<file path="src/design/serial_frame_command_slave_assert.svh">
// Assertion macros for the serial frame command slave
`ifndef SERIAL_FRAME_COMMAND_SLAVE_ASSERT_SVH
`define SERIAL_FRAME_COMMAND_SLAVE_ASSERT_SVH
`ifndef SYNTHESIS
// same-cycle implication, sampled on aclk, off while in reset
`define SFCS_ASSERT_NOW(lbl, ante, cons) \
    lbl: assert property (@(posedge aclk) disable iff (!aresetn) (ante) |-> (cons)) \
        else $error("sfcs assertion failed");
// next-cycle implication, sampled on aclk, off while in reset
`define SFCS_ASSERT_NEXT(lbl, ante, cons) \
    lbl: assert property (@(posedge aclk) disable iff (!aresetn) (ante) |=> (cons)) \
        else $error("sfcs assertion failed");
`else
`define SFCS_ASSERT_NOW(lbl, ante, cons)
`define SFCS_ASSERT_NEXT(lbl, ante, cons)
`endif
`endif

</file>
<file path="src/design/sfcs_pkg.sv">
// Types, constants and the CRC step for the serial frame command slave
package sfcs_pkg;

    localparam int FrameLen = 6;
    localparam int AnswerLen = 3;
    localparam logic [15:0] CrcPoly = 16'h1021;
    localparam logic [15:0] CrcTop = 16'h8000;

    localparam logic [7:0] CMD_ANSWER = 8'h01;
    localparam logic [7:0] CMD_SUM = 8'h02;
    localparam logic [7:0] CMD_CLEAR = 8'h03;

    localparam logic IN_RX_BYTE = 1'b0;
    localparam logic IN_LOAD = 1'b1;

    localparam logic KIND_BYTE = 1'b0;
    localparam logic KIND_SUM = 1'b1;

    typedef struct packed {
        logic        command;
        logic [7:0]  rx_byte;
        logic [23:0] answer_payload;
    } sfcs_in_t;

    typedef struct packed {
        logic        kind;
        logic [7:0]  tx_byte;
        logic [15:0] sum_value;
        logic        last;
    } sfcs_out_t;

    typedef enum logic [2:0] {
        ST_IDLE,
        ST_CHECK,
        ST_DECIDE,
        ST_ACRC,
        ST_SEND,
        ST_SUM
    } sfcs_state_t;

    typedef struct packed {
        logic s_ready;
        logic emit;
        logic crc_run;
    } sfcs_ctrl_t;

    // One byte of CRC-16, MSB first, eight shift steps
    function automatic logic [15:0] crc16_byte(input logic [15:0] crc_in,
                                               input logic [7:0] data);
        logic [15:0] c;
        c = crc_in ^ {data, 8'h00};
        for (int j = 0; j < 8; j++) begin
            if ((c & CrcTop) != 16'h0000) begin
                c = (c << 1) ^ CrcPoly;
            end else begin
                c = c << 1;
            end
        end
        return c;
    endfunction

endpackage

</file>
<file path="src/design/serial_frame_command_slave.sv">
// Top level of the serial frame command slave
//
//  port group   dir   payload      role
//  s_*          in    sfcs_in_t    received byte or answer payload load
//  m_*          out   sfcs_out_t   answer byte or sum update
//  cfg_*        in    8 bits       slave address write
//
// A load or a non-final frame byte is only stored. The sixth byte runs the
// shared byte-wide CRC unit over four stored bytes, then a decide state;
// command 1 reruns it over the address and answer bytes and sends six words,
// one per free output cycle. s_ready is high only in the idle state; output
// stalls hold the sequencer. Reset is synchronous, active low, and sets the
// address to 1.
`include "serial_frame_command_slave_assert.svh"

module serial_frame_command_slave (
    input  logic                aclk,
    input  logic                aresetn,
    input  logic                s_valid,
    output logic                s_ready,
    input  sfcs_pkg::sfcs_in_t  s_data,
    output logic                m_valid,
    input  logic                m_ready,
    output sfcs_pkg::sfcs_out_t m_data,
    input  logic                cfg_we,
    input  logic [7:0]          cfg_wdata
);
    import sfcs_pkg::*;

    sfcs_state_t state_reg, state_next;
    logic [2:0]  step_reg, step_next;
    logic [2:0]  count_reg, count_next;
    logic [15:0] crc_reg, crc_next;
    logic [7:0]  addr_reg;
    logic [7:0]  frame_reg [FrameLen];
    logic [7:0]  answer_reg [AnswerLen];
    logic        m_valid_reg;
    sfcs_out_t   m_data_reg, m_data_next;

    sfcs_ctrl_t  ctrl;
    logic        out_free;
    logic        s_fire;
    logic [7:0]  crc_byte;
    logic [15:0] crc_step;
    logic        frame_ok;
    logic [7:0]  send_byte;
    logic        clear_answer;

    assign out_free = !m_valid_reg || m_ready;
    assign s_fire = s_valid && ctrl.s_ready;

    // Pick the byte fed to the shared CRC unit
    always_comb begin
        crc_byte = 8'h00;
        if (state_reg == ST_CHECK) begin
            crc_byte = frame_reg[{1'b0, step_reg[1:0]}];
        end else begin
            case (step_reg[1:0])
                2'd0:    crc_byte = addr_reg;
                2'd1:    crc_byte = answer_reg[0];
                2'd2:    crc_byte = answer_reg[1];
                default: crc_byte = answer_reg[2];
            endcase
        end
    end

    assign crc_step = crc16_byte(crc_reg, crc_byte);

    assign frame_ok = (frame_reg[0] == addr_reg) && (frame_reg[4] == crc_reg[7:0])
                      && (frame_reg[5] == crc_reg[15:8]);

    // Select the answer word for the current send step
    always_comb begin
        case (step_reg)
            3'd0:    send_byte = addr_reg;
            3'd1:    send_byte = answer_reg[0];
            3'd2:    send_byte = answer_reg[1];
            3'd3:    send_byte = answer_reg[2];
            3'd4:    send_byte = crc_reg[7:0];
            3'd5:    send_byte = crc_reg[15:8];
            default: send_byte = 8'h00;
        endcase
    end

    // Sequencer outputs
    always_comb begin
        ctrl = '0;
        m_data_next = '0;
        unique case (state_reg)
            ST_IDLE: begin
                ctrl.s_ready = 1'b1;
            end
            ST_CHECK, ST_ACRC: begin
                ctrl.crc_run = 1'b1;
            end
            ST_SEND: begin
                ctrl.emit = out_free;
                m_data_next.kind = KIND_BYTE;
                m_data_next.tx_byte = send_byte;
                m_data_next.last = (step_reg == 3'(FrameLen - 1));
            end
            ST_SUM: begin
                ctrl.emit = out_free;
                m_data_next.kind = KIND_SUM;
                m_data_next.sum_value = {frame_reg[2], frame_reg[3]};
                m_data_next.last = 1'b1;
            end
            default: begin
                ctrl = '0;
            end
        endcase
    end

    // Sequencer next state, step, count and CRC
    always_comb begin
        state_next = state_reg;
        step_next = step_reg;
        count_next = count_reg;
        crc_next = crc_reg;
        clear_answer = 1'b0;
        // advance the CRC by one byte while the shared unit runs
        if (ctrl.crc_run) begin
            crc_next = crc_step;
        end
        unique case (state_reg)
            ST_IDLE: begin
                if (s_fire && s_data.command == IN_RX_BYTE) begin
                    if (count_reg >= 3'(FrameLen - 1)) begin
                        count_next = 3'd0;
                        step_next = 3'd0;
                        crc_next = 16'h0000;
                        state_next = ST_CHECK;
                    end else begin
                        count_next = count_reg + 3'd1;
                    end
                end
            end
            ST_CHECK: begin
                step_next = step_reg + 3'd1;
                if (step_reg == 3'd3) begin
                    state_next = ST_DECIDE;
                end
            end
            ST_DECIDE: begin
                step_next = 3'd0;
                state_next = ST_IDLE;
                if (frame_ok) begin
                    case (frame_reg[1])
                        CMD_ANSWER: begin
                            crc_next = 16'h0000;
                            state_next = ST_ACRC;
                        end
                        CMD_SUM: state_next = ST_SUM;
                        CMD_CLEAR: clear_answer = 1'b1;
                        default: state_next = ST_IDLE;
                    endcase
                end
            end
            ST_ACRC: begin
                step_next = step_reg + 3'd1;
                if (step_reg == 3'd3) begin
                    step_next = 3'd0;
                    state_next = ST_SEND;
                end
            end
            ST_SEND: begin
                if (ctrl.emit) begin
                    step_next = step_reg + 3'd1;
                    if (step_reg == 3'(FrameLen - 1)) begin
                        clear_answer = 1'b1;
                        state_next = ST_IDLE;
                    end
                end
            end
            ST_SUM: begin
                if (ctrl.emit) begin
                    clear_answer = 1'b1;
                    state_next = ST_IDLE;
                end
            end
            default: begin
                state_next = ST_IDLE;
            end
        endcase
    end

    // Control registers, address and answer payload
    always_ff @(posedge aclk) begin
        if (!aresetn) begin
            state_reg <= ST_IDLE;
            step_reg <= 3'd0;
            count_reg <= 3'd0;
            crc_reg <= 16'h0000;
            addr_reg <= 8'h01;
            m_valid_reg <= 1'b0;
            for (int i = 0; i < AnswerLen; i++) begin
                answer_reg[i] <= 8'h00;
            end
        end else begin
            state_reg <= state_next;
            step_reg <= step_next;
            count_reg <= count_next;
            crc_reg <= crc_next;
            if (cfg_we) begin
                addr_reg <= cfg_wdata;
            end
            // hold a word until taken, load the next when the slot is free
            if (ctrl.emit) begin
                m_valid_reg <= 1'b1;
            end else if (m_ready) begin
                m_valid_reg <= 1'b0;
            end
            if (clear_answer) begin
                for (int i = 0; i < AnswerLen; i++) begin
                    answer_reg[i] <= 8'h00;
                end
            end else if (s_fire && s_data.command == IN_LOAD) begin
                answer_reg[0] <= s_data.answer_payload[23:16];
                answer_reg[1] <= s_data.answer_payload[15:8];
                answer_reg[2] <= s_data.answer_payload[7:0];
            end
        end
    end

    // Frame store and output word
    always_ff @(posedge aclk) begin
        if (s_fire && s_data.command == IN_RX_BYTE && count_reg < 3'(FrameLen)) begin
            frame_reg[count_reg] <= s_data.rx_byte;
        end
        if (ctrl.emit) begin
            m_data_reg <= m_data_next;
        end
    end

    assign s_ready = ctrl.s_ready;
    assign m_valid = m_valid_reg;
    assign m_data = m_data_reg;

    `SFCS_ASSERT_NOW(a_count_range, 1'b1, count_reg < 3'(FrameLen))
    `SFCS_ASSERT_NOW(a_check_from_idle, state_reg == ST_CHECK && step_reg == 3'd0, $past(state_reg) == ST_IDLE)
    `SFCS_ASSERT_NOW(a_sum_is_last, m_valid_reg && m_data_reg.kind == KIND_SUM, m_data_reg.last)
    `SFCS_ASSERT_NEXT(a_send_last_to_idle, ctrl.emit && state_reg == ST_SEND && m_data_next.last, state_reg == ST_IDLE && m_valid_reg)

endmodule

</file>
<file path="config.mk">
export PLATFORM = sky130hd
export DESIGN_NAME = serial_frame_command_slave
export DESIGN_NICKNAME = d
export VERILOG_FILES = /design/src/design/sfcs_pkg.sv /design/src/design/serial_frame_command_slave.sv
export VERILOG_INCLUDE_DIRS = /design/src /design/src/design
export SDC_FILE = /design/constraint.sdc
export NUM_CORES = 1
export LEC_CHECK = 0
export CORE_UTILIZATION = 25
export DETAILED_ROUTE_END_ITERATION = 8
export DONT_BUFFER_PORTS = 1
export GPL_TIMING_DRIVEN = 0
export PLACE_DENSITY = 0.37
export RECOVER_POWER = 50
export SLEW_MARGIN = 0
export SYNTH_ARGS = -nofsm -noshare
export SYNTH_HDL_FRONTEND = slang
export SYNTH_SLANG_ARGS = --single-unit
</file>
<file path="constraint.sdc">
create_clock -name aclk -period 4.7 [get_ports aclk]
set_input_delay 0.47 -clock aclk [delete_from_list [all_inputs] [get_ports aclk]]
set_output_delay 0.47 -clock aclk [all_outputs]
set_load 0.02 [all_outputs]
</file>
Yosys cells after proc, flatten, opt, wreduce, memory -nomap -nowiden
Memories as Yosys holds them, arrays and structs flattened. A register that Yosys moved wholly into a read port is not among the register bits.
Cells that the tools add are included.

word-level totals
  memory bits (read-only) = 0
  memory bits (writable) = 72
  bits of input ports = 46
  output and inout port bits = 28
  register bits after elaboration = 44
  bits in latches = 0
  memories kept = 2

memory list
  name        depth  width  rd ports  clocked after Yosys merged registers in  write ports  RTL line                          source
  frame_reg   6      8      7         3                                        1            serial_frame_command_slave.sv:35  logic [7:0] frame_reg [FrameLen];
  answer_reg  3      8      3         0                                        3            serial_frame_command_slave.sv:36  logic [7:0] answer_reg [AnswerLen];

operators by class
  eq/ne operators = 25
  div/mod/pow operators = 0
  $mul = 0
  reductions and logical operators = 20
  bitwise gates (word level) = 16
  add/subtract/negate cells = 2
  muxes and demuxes = 64
  shift-type cells = 0
  $lt $le $gt $ge = 2

operators by type and width
  cell                 number
  $mux 13              8
  $mux 16              5
  $mux 8               7
  $pmux 8 s6           1
  $mux 3               15
  $pmux 16 s2          1
  $eq 8x8->1           3
  $not 3->3            8
  $pmux 8 s3           1
  $mux 1               21
  $pmux 3 s6           1
  $eq 8x2->1 const B   2
  $xor 16x16->16       1
  $pmux 3 s5           1
  $eq 3x2->1 const B   4
  $eq 3x3->1 const B   4
  $ne 2x2->1 const B   6
  $eq 8x1->1 const B   1
  $reduce_and 7->1     1
  $add 3x1->3 const B  2
  $eq 3x1->1 const B   2
  $logic_and 1x1->1    6
  $logic_not 3->1      2
  $or 1x1->1           6
  other kinds (17)     20

Longest topological paths before layout
Gate-level depths: netlist of run 1.

  word-level depth = 24
  depth in mapped cells = 11
  mapped depth without buffers = 9

Worst setup path before layout of run 1
No wires, ideal clock.

  kind = reg-to-reg
  start point = register state_reg[2]
  end point = memory frame_reg[0][0] (enable)
  library setup time = 0.395 ns
  cell stages (with the launch flop) = 5
  clock period less this slack = 2.728 ns
  arrival time = 2.333 ns
  path slack = 1.972 ns
  buffers on the path = 1
  cell sequence = dfxtp_1 > clkbuf_1 > nor3_1 > nand2_1 > nor4_1

between the ends
  word-level cells in the longest chain between the ends = 7

ends and longest elaborated chain
  item                             RTL line                           source
  from (decl)                      serial_frame_command_slave.sv:30   sfcs_state_t state_reg, state_next;
  from (signal assigned)           serial_frame_command_slave.sv:200  state_reg <= state_next;
  $logic_not 3->1                  serial_frame_command_slave.sv:89   unique case (state_reg)
  $mux 1                           serial_frame_command_slave.sv:89
  net s_ready                      serial_frame_command_slave.sv:20   output logic s_ready,
  $logic_and 1x1->1                serial_frame_command_slave.sv:50   assign s_fire = s_valid && ctrl.s_ready;
  $logic_and 1x1->1 (2 in series)  serial_frame_command_slave.sv:227  if (s_fire && s_data.command == IN_RX_BYTE && count_reg < 3'(FrameLen)) begin
  $mux 1                           serial_frame_command_slave.sv:227
  $mux 1 (not written as such)     serial_frame_command_slave.sv:228  frame_reg[count_reg] <= s_data.rx_byte;
  to (decl)                        serial_frame_command_slave.sv:35

The timed path passes the listed nets, and every way through them passes these cells.

==> results of run 1 <==
-- kinds of logic after synthesis --
logic type                 after synthesis
AOI/OAI and AO/OA                       91
xor gates and xnor gates                44
adders and majority gates                8
buffers and inverters                   36
DFF                                    134
muxes                                   25
and+or+nand+nor                        158
-- power by group through the flow --
stage	registers (mW)	logic [mW]	clock network (mW)
floorplan	1.32	0.0704	0
global placement	1.33	0.0942	0
detailed placement	1.33	0.0971	0
CTS	1.31	0.0976	1.34
global route	1.31	0.107	1.38
finish	1.31	0.0948	1.31
-- metal layers --
layer / wire (um) / up-vias
met3: 881 / 16
met4: 411 / 0
met1: 8038 / 1943
met5: 0 / -
met2: 8300 / 104
li1: - / 1886
-- synthesized netlist by cell type (8+ instances only) --
master / n / area (um^2)
nor4_1: 9 / 56.30
nand3_1: 23 / 115.1
a21oi_1: 41 / 205.2
dfxtp_1: 36 / 720.7
and2_1: 41 / 256.5
xor2_1: 24 / 210.2
ha_1: 8 / 100.1
a221oi_1: 8 / 70.07
inv_1: 8 / 30.03
a22oi_1: 9 / 67.56
nor2_1: 46 / 172.7
mux2i_1: 14 / 140.1
xnor2_1: 17 / 148.9
nand2_1: 9 / 33.78
edfxtp_1: 98 / 2943
a2bb2oi_1: 8 / 70.07
clkbuf_1: 19 / 71.32
mux4_2: 8 / 180.2
-- worst min path at each step --
| stage | to | startpoint | slack [ps] | depth (start not counted) |
|---|---|---|---|---|
| 2_1_floorplan | register | step_reg[1]$_SDFFE_PN0P_ | 480 | 2 |
| 3_3_place_gp | step_reg[1]$_SDFFE_PN0P_ | step_reg[1]$_SDFFE_PN0P_ | 500 | 2 |
| 3_5_place_dp | step_reg[1]$_SDFFE_PN0P_ | step_reg[1]$_SDFFE_PN0P_ | 520 | 2 |
| 4_1_cts | addr_reg[0]$_SDFFE_PN1P_ | aresetn | 110 | 1 |
| 5_1_grt | addr_reg[0]$_SDFFE_PN1P_ | aresetn | 110 | 1 |
| 6_report | addr_reg[0]$_SDFFE_PN1P_ | aresetn | 130 | 1 |
-- metrics by stage --
stage	setup WS (ps)	instance area, um^2	utilization, %	instances	hold WS [ps]
3_5_place_dp	1243	6633	27.35	824	516.8
5_1_grt	531.5	7194	29.67	856	108.4
2_1_floorplan	1972	6157	-	496	478.8
3_3_place_gp	830.8	6563	27.06	820	503.9
4_1_cts	1224	7212	29.74	856	110.9
6_report	949.4	7194	29.67	856	128.3
-- worst reg2reg max path, stage by stage, from the launching register on --
cell and delay (ps):
dfxtp_1 500, xor2_1 120, nor4_1 490, nand3_1 140
nor4_1 1100, nand3_1 160, nand3b_1 850
-- final cells by class --
class	count	area (um^2)	share of cell area (%)
sequential	134	3664	50.92
multi-input combinational	326	2340	32.52
clock buffer	18	429.2	5.965
tap	324	405.4	5.635
clock inverter	14	150.1	2.087
buffer	27	142.6	1.983
inverter	9	33.78	0.4696
timing repair buffer	4	30.03	0.4174
==> key figures, run 1 <==
Status
  • Outcome: finished, violations left
  • Failing checks: max-capacitance violations, max-slew violations

Layout
  • Layout fillers: 2512
  • Most frequent cells in the layout: 98 x edfxtp_1, 46 x nor2_1, 41 x a21oi_1
  • Area grow syn2layout: 16.85%
  • Nets@finish: 573
  • N_diodes: 0
  • Most common cell after layout, fill and taps aside: edfxtp_1
  • Layout cells sized above 1: 11.84%
  • Max FFs per register: 48

Clock tree
  • CTS clk-pin slew, worst paths: 60 ps
  • TritonCTS Buffers: 17
  • Clock Sinks: 134
  • Clk buf depth: 2
  • Post-CTS Resized: 0
  • H-tree depth: 4
  • Post CTS Setup Buffer Count: 0
  • Hold buffer count at CTS: 0
  • CTS root buffer: clkbuf_16
  • Skew-Pair Late Insertion Delay: 420 ps
  • CTS tree: done

GRT
  • Met3 usage: 3.933%
  • Met2 Use GR: 22.99%
  • Vias in the first global route: 4110
  • GRT Total Usage: 14.49%
  • GR peak layer: met2
  • Initial antenna violation count: 0
  • Largest net degree at the start of global routing: 27
  • GR Util met1: 18.74%
  • GRT Residual Overflow: 0
  • First-pass GRT wire length: 26570 um

Synthesis
  • Cells after Synth: 496
  • Avg Cell Area, Syn: 12.41 um^2
  • Complex-gate fraction of the synthesized area: 9.571%
  • Netlist Area Pre-Place: 0.006157 mm^2
  • Largest family of logic cells by synthesized area: simple AND/OR/NAND/NOR gates
  • Async set-reset flop share out of synthesis: 0%
  • Post-synthesis xor/xnor area fraction: 6.625%
  • Post-synth EDFFs: 98
  • Post-synthesis mux area share: 5.873%
  • FF+latch count, synth: 134
  • Main synth FF type: edfxtp_1
  • Post-synthesis cell type count: 49
  • Post-Synth Adder-Cell Area: 1.626%
  • Post-synthesis sequential area ratio: 59.50%
  • Yosys Warn Count: 0
  • Post-Synth Simple-Gate Area: 13.94%
  • Mapped Nets: 550

Power and ir drop
  • Leak pwr: 2.334 nW
  • Gate power share: 3.5%
  • Sw Share: 22.09%
  • Power, Total: 2.712 mW
  • Internal: 2.113 mW
  • Clk pwr share: 48.2%
  • Sequential Power Share: 48.3%
  • Worst VDD drop: 0.2267 mV
  • PD cells: 376.9 mW/mm^2
  • P_sw: 598.9 uW

Setup path
  • Slowest stage delay, CP: 1100 ps
  • Reg-to-reg critical path startpoint: crc_reg[15]$_SDFF_PN0_
  • Setup crit end kind: register
  • Worst Path Max Fanout: 24
  • Crit path cell chain: xor2_1, nor4_1, nand3_1, nor4_1, nand3_1, nand3b_1
  • Critical Path Stages: 6
  • R2R Setup Slk: 950 ps
  • Buffers and inverters on the worst path: 0
  • Critical Path Start Type: register
  • CP Class: reg2reg
  • Worst path slowest cell: nor4_1
  • CP arrival: 3780 ps
  • CP required: 4730 ps
  • Worst R2R End: answer_reg[0][9]$_SDFFCE_PN0P_
  • Critical Path Start: crc_reg[15]$_SDFF_PN0_
  • R2R depth: 6
  • Critical Path Sink: answer_reg[0][9]$_SDFFCE_PN0P_
  • Delay-heaviest family, CP: simple AND/OR/NAND/NOR gates

Floorplan
  • Row cnt: 57
  • Die ar.: 0.02526 mm^2
  • Die height: 158.9 um
  • Top Ports: 74
  • Core area: 0.02425 mm^2
  • Initial Utilization: 25.39%
  • Die W: 158.9 um

Timing
  • Clock skew: 11.20 ps
  • Setup_tns: 0 ps
  • RSZ-0062 raised after global routing: no
  • Worst slew pin tran: 2534 ps
  • Min Clock Period, post-route: 3751 ps
  • Period utilization: 79.80%
  • Fin. max-slew vios: 27
  • Max transition margin: -69.56%
  • Final hold violations: 0
  • Setup violations, final: 0
  • Fmax: 266.6 MHz

Detailed routing
  • DRT Pass-1 Iters: 7
  • Vias: 3949
  • DRT iter0 DRCs: 229
  • Number of remaining DRC errors: 0
  • DR WL/cell: 20.60 um
  • DR vias/cell: 4.613
  • Post-Route WL: 17630 um
  • ANT nets after route: 0

Placed design
  • Placer Congestion: 0.7997
  • I/O Buffers: 0
  • HPWL Detailed: 13550 um

Min path
  • Min-Delay Path Class: in2reg

Job
  • Max-Cap Viols: 1
Power figures use the tool's default switching activity.
==> inputs of run 2 (changes only) <==
--- a/config.mk
+++ b/config.mk
@@ -6,6 +6,7 @@
 export SDC_FILE = /design/constraint.sdc
 export NUM_CORES = 1
 export LEC_CHECK = 0
+export ABC_AREA = 1
 export CORE_UTILIZATION = 25
 export DETAILED_ROUTE_END_ITERATION = 8
 export DONT_BUFFER_PORTS = 1
==> constraint.sdc (replaced) <==
create_clock -name aclk -period 3.9 [get_ports aclk]
set_input_delay 0.39 -clock aclk [delete_from_list [all_inputs] [get_ports aclk]]
set_output_delay 0.39 -clock aclk [all_outputs]
set_load 0.02 [all_outputs]
==> run 2 against run 1 <==
The flow finishes with violations (design-rule violations). Cell count is 36% higher. Design area is 6.9% higher. Register-to-register slack better by 110 ps. Non-clock buffer count shrank 5. First-iteration DRC count rose by 48%. Count of clock-buffer cells in the layout is 1 lower. Sequential share of layout area fell by 3.3 points. Area after synthesis up 8.5%. Worst hold slack worse by 71 ps.
==> key figures, run 2 <==
Setup path
  • Delay-heaviest family, CP: buffers and inverters
  • CP Class: reg2reg
  • Critical Path Start Type: register
  • Buffers and inverters on the worst path: 4 (+4)
  • Slowest stage delay, CP: 460 ps (-640 ps)
  • Setup crit end kind: register
  • Worst path slowest cell: clkbuf_1
  • Crit path cell chain: clkbuf_1, clkbuf_1, inv_1, ha_1, inv_1, nand2_1, nand2_1, a21oi_1, a211oi_1
  • CP arrival: 3090 ps (-690 ps)
  • CP required: 4160 ps (-570 ps)
  • Worst Path Max Fanout: 10 (-58%)

Detailed routing
  • ANT nets after route: 0 (unchanged)
  • Vias: 5153 (+30%)
  • Post-Route WL: 20080 um (+14%)
  • DRT Pass-1 Iters: 7 (unchanged)
  • Number of remaining DRC errors: 3 (+3)
  • DR WL/cell: 17.22 um (-16%)
  • DRT iter0 DRCs: 338 (+48%)
  • DR vias/cell: 4.419 (-4.2%)

Clock tree
  • CTS clk-pin slew, worst paths: 70 ps (about the same)
  • TritonCTS Buffers: 17 (unchanged)
  • H-tree depth: 4 (unchanged)
  • Hold buffer count at CTS: 0 (unchanged)
  • Clk buf depth: 2 (unchanged)
  • Clock Sinks: 134 (unchanged)
  • Post CTS Setup Buffer Count: 0 (unchanged)
  • Post-CTS Resized: 0 (unchanged)
  • CTS root buffer: clkbuf_16
  • CTS tree: done
  • Skew-Pair Late Insertion Delay: 420 ps (about the same)

Synthesis
  • Post-synthesis cell type count: 40 (-18%)
  • Post-synth EDFFs: 98 (unchanged)
  • Cells after Synth: 794 (+60%)
  • Top cells by area, synth: edfxtp_1 44%, nand2_1 13%, dfxtp_1 11%
  • Netlist Area Pre-Place: 0.006680 mm^2 (+8.5%)
  • Post-synthesis sequential area ratio: 54.84% (-4.7 points)
  • Leading area contributor after synthesis: edfxtp_1
  • Async set-reset flop share out of synthesis: 0% (unchanged)
  • Yosys Warn Count: 0 (unchanged)
  • Most common cell in the synthesized netlist: nand2_1
  • Main synth FF type: edfxtp_1
  • Avg Cell Area, Syn: 8.413 um^2 (-32%)
  • Top-area cell type share of the netlist area: 44.05% (-3.7 points)
  • Mapped Nets: 848 (+54%)
  • FF+latch count, synth: 134 (unchanged)
  • Synth top cells by count: 229 x nand2_1, 106 x inv_1, 101 x nor2_1, 98 x edfxtp_1, 62 x nand3_1

Timing
  • Fin. max-slew vios: 0 (-100%)
  • Max transition margin: 14.80% (+84 points)
  • Worst slew pin tran: 1268 ps (-1266 ps)
  • Final hold violations: 0 (unchanged)
  • Final Worst Setup Slack: 1063 ps (+113.2 ps)
  • Setup_tns: 0 ps (unchanged)
  • Min Clock Period, post-route: 2837 ps (-913.2 ps)
  • Fmax: 352.4 MHz (+32%)
  • Setup violations, final: 0 (unchanged)
  • RSZ-0062 raised after global routing: no
  • Period utilization: 72.75% (-7.0 points)
  • Clock skew: 11.76 ps (+0.5517 ps)

Layout
  • N_diodes: 0 (unchanged)
  • Nets@finish: 872 (+52%)
  • Most frequent cells in the layout: 230 x nand2_1, 108 x inv_1, 101 x nor2_1
  • Most common cell after layout, fill and taps aside: nand2_1
  • Util after Layout: 29.44% (-0.23 points)
  • Area grow syn2layout: 15.15%
  • Max FFs per register: 48 (unchanged)
  • Layout cells sized above 1: 7.702% (-4.1 points)

Floorplan
  • Die height: 165.5 um (+4.1%)
  • Row cnt: 59 (+3.5%)
  • Initial Utilization: 25.56% (+0.17 points)
  • Die W: 165.5 um (+4.1%)
  • Top Ports: 74 (unchanged)
  • Core area: 0.02613 mm^2 (+7.8%)
  • Die ar.: 0.02738 mm^2 (+8.4%)

Power and ir drop
  • Internal: 2.447 mW (+16%)
  • Sw Share: 25.69% (+3.6 points)
  • Sequential Power Share: 47.9% (-0.4 points)
  • Clk pwr share: 47.4% (-0.8 points)
  • PD cells: 428.0 mW/mm^2 (+14%)
  • Gate power share: 4.6% (+1.1 points)
  • Worst VDD drop: 0.2559 mV (+13%)
  • P_sw: 845.9 uW (+41%)
  • Leak pwr: 3.183 nW (+36%)

Status
  • Outcome: finished, violations left
  • Failing checks: design-rule violations

Placed design
  • I/O Buffers: 0 (unchanged)
  • HPWL Detailed: 15480 um (+14%)
  • Dpl ws: 1042 ps (-201.2 ps)
  • Placer Congestion: 0.8209 (+2.7%)

Job
  • Max-Cap Viols: 0 (-1)

GRT
  • Vias in the first global route: 5015 (+22%)
  • Largest net degree at the start of global routing: 27 (unchanged)
  • Initial antenna violation count: 0 (unchanged)
  • GRT Total Usage: 15.58% (+1.1 points)
  • First-pass GRT wire length: 30480 um (+15%)
  • GRT Residual Overflow: 0 (unchanged)

Min path
  • Min-Delay Path Class: in2reg
## run 2: cell families after synthesis
logic type	share of synthesized area, %
and+or+nand+nor	26.88
buffers and inverters	8.541
DFF	54.84
AOI/OAI and AO/OA	6.012
xor gates and xnor gates	2.229
adders and majority gates	1.498
## run 2: worst reg2reg max path: stages, from the launching register on
cell      delay (ps)
dfxtp_1          330
clkbuf_1         260
clkbuf_1         470
inv_1            280
ha_1             340
inv_1            250
nand2_1          160
nand2_1           90
a21oi_1           60
a211oi_1         440
## run 2: final cells by class
class,instances,area (um^2)
sequential,134,3664
inverter,117,440.4
clock buffer,17,425.4
timing repair buffer,5,51.30
clock inverter,15,135.1
fill,2848,18440
buffer,21,128.9
multi-input combinational,522,2429
tap,335,419.2
## run 2: through the flow
step	instance area, um^2	std cells	hold WS [ps]	power [mW]
final	7692	1166	57.49	3.293
after global routing	7692	1166	34.33	3.417
after CTS	7735	1166	43.70	3.334
after detailed placement	7174	1134	489.4	1.765
after global placement	7099	1129	489.3	1.762
after floorplan	6680	794	462.8	1.712
## run 2: per-layer routing
layer	routed length, um	vias to the layer above	GRT usage (%)
li1	-	2629	-
met1	9723	2418	22.01
met2	9413	99	24.36
met3	767	7	2.697
met4	173	0	4.215
met5	0	-	0
## run 2: worst paths after layout
| kind | endpoint | from | slack [ps] | depth (start not counted) |
|---|---|---|---|---|
| setup / recovery | step_reg[1]$_SDFFE_PN0P_ | step_reg[2]$_SDFFE_PN0P_ | 1060 | 9 |
| hold / removal | frame_reg[3][3]$_DFFE_PP_ | s_data[27] | 60 | 0 |
| setup reg to reg | step_reg[1]$_SDFFE_PN0P_ | step_reg[2]$_SDFFE_PN0P_ | 1060 | 9 |
| hold reg to reg | count_reg[0]$_SDFFE_PN0P_ | count_reg[0]$_SDFFE_PN0P_ | 510 | 2 |
## run 2: power groups by stage
stage / logic [mW] / registers [mW] / clock network, mW
floorplan: 0.115 / 1.60 / 0
global placement: 0.151 / 1.61 / 0
detailed placement: 0.155 / 1.61 / 0
CTS: 0.156 / 1.58 / 1.60
global route: 0.177 / 1.58 / 1.66
finish: 0.153 / 1.58 / 1.56
==> inputs of run 3 (changes only) <==
--- a/config.mk
+++ b/config.mk
@@ -6,7 +6,7 @@
 export SDC_FILE = /design/constraint.sdc
 export NUM_CORES = 1
 export LEC_CHECK = 0
-export ABC_AREA = 1
+export ABC_AREA = 0
 export CORE_UTILIZATION = 25
 export DETAILED_ROUTE_END_ITERATION = 8
 export DONT_BUFFER_PORTS = 1
==> constraint.sdc (replaced) <==
create_clock -name aclk -period 2.76 [get_ports aclk]
set_input_delay 0.276 -clock aclk [delete_from_list [all_inputs] [get_ports aclk]]
set_output_delay 0.276 -clock aclk [all_outputs]
set_load 0.02 [all_outputs]
==> run 3 against run 2 <==
The flow now finishes without violations. Global-route usage decreased by 0.70 points. Worst hold slack got worse by 51 ps. Core utilization grew 1.4 points. Largest cell class unchanged. Highest routed layer unchanged.
==> key figures, run 3 (same netlist as run 1, synthesis figures left out) <==
Layout
  • N_diodes: 0 (unchanged)
  • Area grow syn2layout: 21.28%
  • Max FFs per register: 48 (unchanged)
  • Most frequent cells in the layout: 98 x edfxtp_1, 44 x nor2_1, 40 x a21oi_1
  • Most common cell after layout, fill and taps aside: edfxtp_1
  • Nets@finish: 592 (-32%)
  • Layout fillers: 2513 (-12%)
  • Layout cells sized above 1: 15.06% (+7.4 points)

Timing
  • RSZ-0062 raised after global routing: no
  • Setup_tns: 0 ps (unchanged)
  • Clock skew: 8.708 ps (-3.048 ps)
  • Fmax: 380.4 MHz (+7.9%)
  • Worst slew pin tran: 893.4 ps (-374.8 ps)
  • Period utilization: 95.24% (+22 points)
  • Fin. max-slew vios: 0 (unchanged)
  • Final Worst Setup Slack: 131.2 ps (-931.4 ps)
  • WHS: 6.926 ps (-50.56 ps)
  • Min Clock Period, post-route: 2629 ps (-208.6 ps)
  • Max transition margin: 40.44% (+26 points)
  • Final hold violations: 0 (unchanged)
  • Setup violations, final: 0 (unchanged)

Detailed routing
  • DR WL/cell: 20.68 um (+20%)
  • DRT iter0 DRCs: 230 (-32%)
  • Vias: 4056 (-21%)
  • Post-Route WL: 18090 um (-9.9%)
  • Number of remaining DRC errors: 0 (-3)
  • DR vias/cell: 4.635 (+4.9%)
  • ANT nets after route: 0 (unchanged)
  • DRT Pass-1 Iters: 6 (-1)

GRT
  • Met2 Use GR: 23.62% (-0.73 points)
  • GRT Residual Overflow: 0 (unchanged)
  • GR peak layer: met2
  • Largest net degree at the start of global routing: 27 (unchanged)
  • First-pass GRT wire length: 27270 um (-11%)
  • GR Util met1: 19.91% (-2.1 points)
  • Vias in the first global route: 4177 (-17%)
  • GRT Total Usage: 14.88% (-0.70 points)
  • Met3 usage: 3.412% (+0.72 points)
  • Initial antenna violation count: 0 (unchanged)

Clock tree
  • Clk buf depth: 2 (unchanged)
  • TritonCTS Buffers: 17 (unchanged)
  • CTS clk-pin slew, worst paths: 60 ps (about the same)
  • CTS root buffer: clkbuf_16
  • Clock Sinks: 134 (unchanged)
  • Skew-Pair Late Insertion Delay: 420 ps (about the same)
  • H-tree depth: 4 (unchanged)
  • CTS tree: done

Floorplan
  • Die height: 158.9 um (-3.9%)
  • Row cnt: 57 (-3.4%)
  • Core area: 0.02425 mm^2 (-7.2%)
  • Die ar.: 0.02526 mm^2 (-7.7%)
  • Top Ports: 74 (unchanged)
  • Die W: 158.9 um (-3.9%)
  • Initial Utilization: 25.39% (-0.17 points)

Setup path
  • CP arrival: 2990 ps (-100 ps)
  • R2R depth: 9 (unchanged)
  • Worst path slowest cell: or4_1
  • Reg-to-reg critical path startpoint: step_reg[0]$_SDFFE_PN0P_
  • CP required: 3120 ps (-1040 ps)
  • Worst R2R End: crc_reg[8]$_SDFF_PN0_
  • Worst Path Max Fanout: 9 (-1)
  • R2R Setup Slk: 130 ps (-930 ps)
  • Slowest stage delay, CP: 430 ps (-30 ps)
  • Setup crit end kind: register
  • Crit path cell chain: ha_1, buf_2, inv_1, a2bb2oi_1, mux2i_2, xor2_2, xnor2_1, or4_1, nand3_1
  • Critical Path Start Type: register
  • CP Class: reg2reg

Min path
  • Min-Delay Path Class: in2reg
  • Hold Crit Depth: 2 (+2)
  • Worst Hold End: addr_reg[4]$_SDFFE_PN0P_
  • HP Start: cfg_wdata[4]

Job
  • Max-Cap Viols: 0 (unchanged)

Placed design
  • Placer Congestion: 0.7997 (-2.6%)
  • HPWL Detailed: 13550 um (-12%)
  • I/O Buffers: 0 (unchanged)
  • Dpl ws: -696.8 ps (-1739 ps)

Power and ir drop
  • Leak pwr: 2.457 nW (-23%)
  • Power, Total: 4.669 mW (+42%)
  • Worst VDD drop: 0.3996 mV (+56%)
  • PD cells: 625.3 mW/mm^2 (+46%)

Status
  • Outcome: completed
-- run 3: cell types whose count changed in the layout (fill, tap and decap cells not counted), moves of 9 or more --
cell	previous run	this run
nand2_1	230	9
a21oi_1	28	40
nor2_1	101	44
o22ai_1	13	1
and2_1	0	35
dlygate4sd3_1	0	13
mux2i_1	0	14
xor2_1	1	24
o21ai_0	18	4
a22oi_1	0	9
inv_1	108	8
nor3_1	15	0
nand3_1	62	23
-- run 3: what timing repair did --
item / 4_1_cts / 5_1_grt
setup endpoints to repair: 85 / 62
pin swaps: 3 / 1
hold buffers: 13 / 0
setup buffers: 3 / 4
gates resized for setup: 8 / 9
hold endpoints to repair: 53 / 0
cloned: 1 / 0
-- run 3: critical path, delay by kind of cell, from the launching register on --
kind	cells	cell delay [ps]
and+or+nand+nor	2	510
DFF	1	340
AOI/OAI and AO/OA	1	390
buffers and inverters	2	470
xor gates and xnor gates	2	460
muxes	1	150
adders and majority gates	1	240
-- run 3: area by class of cell --
class,instances,area [um^2],area share (%)
tap,324,405.4,5.429
inverter,9,37.54,0.5027
clock buffer,18,429.2,5.747
multi-input combinational,327,2416,32.36
buffer,25,140.1,1.877
clock inverter,14,150.1,2.011
timing repair buffer,24,225.2,3.016
sequential,134,3664,49.06
-- run 3: worst max path at each step --
stage	startpoint	endpoint	slack, ps
after floorplan	state_reg[2]$_SDFFE_PN0P_	frame_reg[0][0]$_DFFE_PP_	30
after global placement	state_reg[2]$_SDFFE_PN0P_	frame_reg[2][1]$_DFFE_PP_	-1110
final	step_reg[0]$_SDFFE_PN0P_	crc_reg[8]$_SDFF_PN0_	130
after detailed placement	crc_reg[15]$_SDFF_PN0_	answer_reg[0][9]$_SDFFCE_PN0P_	-700
after global routing	step_reg[0]$_SDFFE_PN0P_	crc_reg[8]$_SDFF_PN0_	7
after CTS	crc_reg[15]$_SDFF_PN0_	answer_reg[0][4]$_SDFFCE_PN0P_	10
-- run 3: stage by stage --
step                      instances  cell area (um^2)  utilization [%]
final                           875              7467            30.79
after global placement          820              6563            27.06
after detailed placement        824              6633            27.35
after CTS                       873              7428            30.63
after floorplan                 496              6157                -
after global routing            875              7467            30.79
-- run 3: layer usage --
metal / share of wire (%) / up-vias
li1: - / 1925
met1: 48 / 2020
met2: 47 / 90
met3: 3.6 / 21
met4: 2.1 / 0
met5: 0 / -
-- run 3: where the power goes --
| part | switching (mW) | internal, mW |
|---|---|---|
| Combinational | 0.117 | 0.0875 |
| Clock | 0.900 | 1.34 |
| Sequential | 0.0351 | 2.19 |
